**src/hdl/spq_pkg.sv**
```systemverilog
package spq_pkg;

    // Number of cells in the queue.
    localparam int DEPTH = 16;
    // Width of the internal fill count, wide enough to hold DEPTH itself.
    localparam int CNT_W = $clog2(DEPTH + 1);

    localparam int PRI_W   = 16;
    localparam int TAG_W   = 16;
    localparam int OP_W    = 2;
    localparam int STAT_W  = 2;
    localparam int COUNT_W = 5;

    // Operation codes.
    localparam logic [OP_W-1:0] OP_INSERT  = 2'd0;
    localparam logic [OP_W-1:0] OP_APPEND  = 2'd1;
    localparam logic [OP_W-1:0] OP_DEQUEUE = 2'd2;
    localparam logic [OP_W-1:0] OP_PEEK    = 2'd3;

    // Status codes.
    localparam logic [STAT_W-1:0] ST_OK    = 2'd0;
    localparam logic [STAT_W-1:0] ST_EMPTY = 2'd1;
    localparam logic [STAT_W-1:0] ST_FULL  = 2'd2;

    // One queue entry.
    typedef struct packed {
        logic [PRI_W-1:0] pri;
        logic [TAG_W-1:0] tag;
    } entry_t;

    // Command broadcast to every cell in a cycle.
    typedef struct packed {
        logic do_put;   // place a new entry somewhere in the row
        logic by_key;   // position chosen by priority (sorted insert)
        logic do_pop;   // shift the whole row one place toward the front
    } cell_ctrl_t;

endpackage

```
**src/hdl/spq_cell.sv**
```systemverilog
module spq_cell
    import spq_pkg::*;
(
    input  logic       clk,
    input  cell_ctrl_t ctrl,
    input  entry_t     new_entry,
    input  entry_t     left_entry,
    input  entry_t     right_entry,
    input  logic       occupied,
    input  logic       found_in,
    output logic       found_out,
    output entry_t     entry
);

    entry_t entry_reg;
    entry_t entry_next;
    logic   here;

    // This cell is the insertion point candidate when it is free, or, for a
    // sorted insert, when it holds a strictly higher priority key.
    assign here      = !occupied || (ctrl.by_key && (entry_reg.pri > new_entry.pri));
    assign found_out = found_in || here;
    assign entry     = entry_reg;

    // Next contents: shift back behind the insertion point, take the new
    // entry at it, or shift forward on a dequeue.
    always_comb
    begin
        entry_next = entry_reg;
        if (ctrl.do_put)
        begin
            if (found_in)
            begin
                entry_next = left_entry;
            end
            else if (here)
            begin
                entry_next = new_entry;
            end
        end
        else if (ctrl.do_pop)
        begin
            entry_next = right_entry;
        end
    end

    // Entry storage carries no reset; occupancy is tracked by the count.
    always_ff @(posedge clk)
    begin
        entry_reg <= entry_next;
    end

endmodule

```
**src/hdl/stable_priority_queue_core.sv**
```systemverilog
// Stable priority queue core.
// Request channel: req_valid/req_stall carry one operation per beat with
// opcode, priority_req and payload. Opcodes are sorted insert (placed after
// every entry of lower or equal priority), append at back, dequeue front and
// peek front.
// Response channel: rsp_valid/rsp_stall carry exactly one result beat per
// request, with status, out_priority, out_payload and the count held after
// the operation. Results leave in request order.
// A request's result is registered and shows from the cycle after it is
// accepted. Throughput is one operation per cycle unless req_stall holds it;
// every cell updates in the same cycle, so the DEPTH cells set no limit.
// The output register decouples the sides: while a result waits, a new
// request is stalled only if the receiver is stalling too.
// Reset (rst_n, asynchronous, active low) empties the queue and drops any
// pending result. Cell contents are not cleared; only cells below the count
// are ever read.
// Full inserts report status full and drop the entry; dequeue or peek on an
// empty queue reports status empty with zero data.
module stable_priority_queue_core
    import spq_pkg::*;
(
    input  logic               clk,
    input  logic               rst_n,
    input  logic               req_valid,
    output logic               req_stall,
    input  logic [OP_W-1:0]    opcode,
    input  logic [PRI_W-1:0]   priority_req,
    input  logic [TAG_W-1:0]   payload,
    output logic               rsp_valid,
    input  logic               rsp_stall,
    output logic [STAT_W-1:0]  status,
    output logic [PRI_W-1:0]   out_priority,
    output logic [TAG_W-1:0]   out_payload,
    output logic [COUNT_W-1:0] count
);

    logic [CNT_W-1:0]         count_reg;
    logic [CNT_W-1:0]         count_next;
    logic                     rsp_valid_reg;
    logic                     rsp_valid_next;
    logic [STAT_W-1:0]        status_reg;
    logic [STAT_W-1:0]        status_next;
    entry_t                   out_entry_reg;
    entry_t                   out_entry_next;
    logic [COUNT_W-1:0]       count_out_reg;
    logic [CNT_W+COUNT_W-1:0] count_ext;

    logic                     accept;
    logic                     full;
    logic                     empty;
    cell_ctrl_t               ctrl;
    entry_t                   new_entry;
    entry_t                   cell_entry [DEPTH];
    logic                     found      [DEPTH+1];

    // A new request waits only while a result is held and the receiver stalls.
    assign req_stall = rsp_valid_reg && rsp_stall;
    assign accept    = req_valid && !req_stall;

    assign full  = (count_reg == CNT_W'(DEPTH));
    assign empty = (count_reg == '0);

    assign new_entry.pri = priority_req;
    assign new_entry.tag = payload;

    // Decode the operation into the cell command, status and next count.
    always_comb
    begin
        ctrl           = '0;
        status_next    = ST_OK;
        out_entry_next = '0;
        count_next     = count_reg;
        unique case (opcode)
            OP_INSERT, OP_APPEND:
            begin
                if (full)
                begin
                    status_next = ST_FULL;
                end
                else
                begin
                    ctrl.do_put = accept;
                    ctrl.by_key = (opcode == OP_INSERT);
                    count_next  = count_reg + CNT_W'(1);
                end
            end
            OP_DEQUEUE, OP_PEEK:
            begin
                if (empty)
                begin
                    status_next = ST_EMPTY;
                end
                else
                begin
                    out_entry_next = cell_entry[0];
                    if (opcode == OP_DEQUEUE)
                    begin
                        ctrl.do_pop = accept;
                        count_next  = count_reg - CNT_W'(1);
                    end
                end
            end
            default:
            begin
                status_next = ST_OK;
            end
        endcase
    end

    // Row of cells; the insertion-point flag ripples from front to back.
    assign found[0] = 1'b0;

    for (genvar i = 0; i < DEPTH; i++)
    begin : g_cell
        entry_t left_entry;
        entry_t right_entry;

        if (i == 0)
        begin : g_front
            assign left_entry = new_entry;
        end
        else
        begin : g_mid_l
            assign left_entry = cell_entry[i-1];
        end

        if (i == DEPTH - 1)
        begin : g_back
            assign right_entry = cell_entry[i];
        end
        else
        begin : g_mid_r
            assign right_entry = cell_entry[i+1];
        end

        spq_cell u_cell (
            .clk         (clk),
            .ctrl        (ctrl),
            .new_entry   (new_entry),
            .left_entry  (left_entry),
            .right_entry (right_entry),
            .occupied    (CNT_W'(i) < count_reg),
            .found_in    (found[i]),
            .found_out   (found[i+1]),
            .entry       (cell_entry[i])
        );
    end

    // Response valid holds until the receiver takes the beat.
    always_comb
    begin
        rsp_valid_next = rsp_valid_reg;
        if (accept)
        begin
            rsp_valid_next = 1'b1;
        end
        else if (!rsp_stall)
        begin
            rsp_valid_next = 1'b0;
        end
    end

    // Control state.
    always_ff @(posedge clk or negedge rst_n)
    begin
        if (!rst_n)
        begin
            count_reg     <= '0;
            rsp_valid_reg <= 1'b0;
        end
        else
        begin
            if (accept)
            begin
                count_reg <= count_next;
            end
            rsp_valid_reg <= rsp_valid_next;
        end
    end

    // Low bits of the count after the operation.
    assign count_ext = {{COUNT_W{1'b0}}, count_next};

    // Result payload register.
    always_ff @(posedge clk)
    begin
        if (accept)
        begin
            status_reg    <= status_next;
            out_entry_reg <= out_entry_next;
            count_out_reg <= count_ext[COUNT_W-1:0];
        end
    end

    assign rsp_valid    = rsp_valid_reg;
    assign status       = status_reg;
    assign out_priority = out_entry_reg.pri;
    assign out_payload  = out_entry_reg.tag;
    assign count        = count_out_reg;

endmodule

```
**config.mk**
```make
export PLATFORM = sky130hd
export DESIGN_NAME = stable_priority_queue_core
export DESIGN_NICKNAME = d
export VERILOG_FILES = /design/src/hdl/spq_pkg.sv /design/src/hdl/spq_cell.sv /design/src/hdl/stable_priority_queue_core.sv
export SDC_FILE = /design/constraint.sdc
export NUM_CORES = 2
export LEC_CHECK = 0
export CAP_MARGIN = 20
export CORE_MARGIN = 10
export CORE_UTILIZATION = 25
export DETAILED_ROUTE_END_ITERATION = 8
export DONT_BUFFER_PORTS = 1
export PLACE_DENSITY = 0.36
export SLEW_MARGIN = 25
export SYNTH_ARGS = -nofsm -noshare
export SYNTH_HDL_FRONTEND = slang
export SYNTH_HIERARCHICAL = 1
export SYNTH_SLANG_ARGS = --single-unit
```
**constraint.sdc**
```tcl
create_clock -name clk -period 9.3 [get_ports clk]
set_input_delay 1.86 -clock clk [delete_from_list [all_inputs] [get_ports clk]]
set_output_delay 1.86 -clock clk [all_outputs]
set_load 0.05 [all_outputs]
```
==> run summary <==
=====================================================================================
Largest net degree at the start of global routing                                 202
Routed WL per cell                                                            18.3 µm
Total Power                                                                   7.75 mW
Endpoint type of the worst setup path                                            flop
Final worst path period share                                                   92.7%
Number of antenna violations at the first check in global routing                   1
Wire length of the first global-routing pass                                150000 µm
Minimum clock period                                                          8620 ps
Total power divided by cell area                                           195 nW/µm²
Yosys warning total                                                                 6
Setup violation total in the final timing report                                    0
Startpoint class of the critical path                                      input port
Cell count after synthesis                                                       3381
Height of the die                                                              395 µm
DP Wirelength                                                                69800 µm
Final Hold Violating Endpoints                                                      0
Worst path arrival time                                                       9030 ps
Per-cell via count in the routed design                                          4.43
Final wirelength                                                             96200 µm
Hold-fix buffers, CTS                                                               0
Critical Path Start                                                      priority_req[3]
Placeable core area                                                        140000 µm²
Reg2Reg Launch Point                                                     count_reg[1]
Number of buffers on the longest clock path                                         3
Nets@finish                                                                      3621
H-tree depth                                                                        3
Master of the slowest instance on the critical path                      sky130_fd_sc_hd__or3b_2
Insertion delay of the later-clocked pin in the worst-skew pair                670 ps
Critical hold path startpoint                                            g_cell[0].u_cell/entry[13]
Clock tree from TritonCTS                                                       built
Grt ovf                                                                             0
Final Non-Filler Cells                                                           5251
Required time of the critical path                                            9710 ps
Bufs and invs on worst path                                                         3
Final critical-path setup slack                                                677 ps
Drt pass-1 iters                                                                    5
Critical path peak fanout                                                          33
Worst-Margin Slew                                                             1060 ps
Vias                                                                            23200
Min-delay worst type                                                     flop to flop
Normalized max-slew margin                                                      29.5%
Post-placement cell count                                                        5123
Die W                                                                          395 µm
Number of global-route vias before repair                                       23800
Share of layout cells above drive strength 1                                    7.29%
Count of pins over their slew limit                                                 0
Weighted congestion at the end of routability-driven global placement           0.736
Antenna viol nets, final                                                            0
Post-synthesis cell area                                                    35100 µm²
Worst path top cell family by delay                                      simple AND/OR/NAND/NOR gates
Run status                                                                  completed
Overall Global Routing Usage                                                    12.1%
Residual DRC                                                                        0
Number of port buffers                                                              0
Initial Util                                                                    25.2%
Max incr delay on CP                                                           500 ps
Peak supply drop                                                             0.118 mV
Setup skew after layout                                                       35.2 ps
Number of sinks driven by the clock tree                                          557
Drt first-iter violations                                                        1206
Clk root buf                                                             sky130_fd_sc_hd__clkbuf_16
RSZ-0062 raised after global routing                                               no
Sum of negative setup slack                                                      0 ps
Most prevalent standard cell on the critical path                        sky130_fd_sc_hd__o21ai_4
Worst setup path class                                                   input port to flop
Synth-to-Final Area Change                                                      12.9%
Leakage                                                                       17.8 nW
Number of placement rows                                                          137
Number of flip-flops under the largest register name                              512
Syn avg cell area                                                            10.4 µm²
Max-cap check violation count                                                       0
Worst slack, placed                                                           -317 ps
Cts bufs inserted                                                                  74
Clock-pin slew of the registers on the worst-case setup and hold paths          60 ps
Achievable frequency                                                          116 MHz
Count of pins on the block boundary                                                79
Synthesized netlist net count                                                    3679
Die Area                                                                   156000 µm²
=====================================================================================
-- what timing repair did --
item                                   CTS  global route
endpoints found under the hold margin    0             0
setup buffers                            0             0
gates resized for setup                  0             3
setup endpoints to repair                0            56
-- cells in the final DEF, fill, tap and decap left out, types with 16 or more instances in the layout --
cell	instances
sky130_fd_sc_hd__mux2i_1	513
sky130_fd_sc_hd__and2_1	34
sky130_fd_sc_hd__nand3_1	16
sky130_fd_sc_hd__clkbuf_16	75
sky130_fd_sc_hd__inv_1	278
sky130_fd_sc_hd__nor2_1	539
sky130_fd_sc_hd__o21ai_0	50
sky130_fd_sc_hd__clkbuf_1	25
sky130_fd_sc_hd__nand2_1	59
sky130_fd_sc_hd__a21o_1	19
sky130_fd_sc_hd__buf_4	49
sky130_fd_sc_hd__nand4_1	48
sky130_fd_sc_hd__a21oi_1	631
sky130_fd_sc_hd__edfxtp_1	551
sky130_fd_sc_hd__ha_1	260
sky130_fd_sc_hd__nand4_2	16
sky130_fd_sc_hd__nor2b_1	31
sky130_fd_sc_hd__a2111oi_2	30
-- worst paths after layout --
path,to,slack (ps),cells past startpoint
min in group asynchronous,rsp_valid,900,0
setup / recovery,g_cell[15].u_cell/entry[12],680,39
setup reg to reg,g_cell[15].u_cell/entry[12],1180,42
max in group asynchronous,count_reg[1],8320,0
hold reg to reg,out_payload[13],560,1
hold / removal,out_payload[13],560,1
-- stage by stage --
stage	hold WS (ps)	instance area (µm²)	utilization [%]
2_1_floorplan	524	35200	-
3_3_place_gp	544	37500	26.8
3_5_place_dp	556	37500	26.8
4_1_cts	569	39700	28.4
5_1_grt	599	39700	28.4
6_report	564	39700	28.4
-- area by class of cell --
type                            count  area [µm²]
Timing Repair Buffer               54         459
Clock inverter                     25         223
Tap cell                         1876        2350
Antenna cell                        1        2.50
Inverter                          280        1050
Multi-Input combinational cell   2356       16900
Fill cell                       14700       99800
Clock buffer                      102        2000
Sequential cell                   557       16700
-- metal layers --
| metal | global-route usage [%] | wire length (µm) | part of all wire (%) |
|---|---|---|---|
| met1 | 17.2 | 48600 | 51 |
| met2 | 18.7 | 42400 | 44 |
| met3 | 2.40 | 3790 | 3.9 |
| met4 | 3.04 | 1430 | 1.5 |
| met5 | 0 | 0 | 0 |
-- power breakdown --
group	internal [mW]	total, mW	leakage [nW]	switching [mW]
combinational	0.636	1.65	11.5	1.01
sequential	3.14	3.39	5.22	0.255
clock	1.53	2.70	1.07	1.17
-- worst reg2reg max path, delay by kind of cell (launching register included) --
family                     cells  cell delay [ps]
buffers and inverters          4              830
and+or+nand+nor               20             4730
DFF                            1              350
AOI/OAI and AO/OA             17             1690
adders and majority gates      1              260
(Power assumes the default switching activity.)
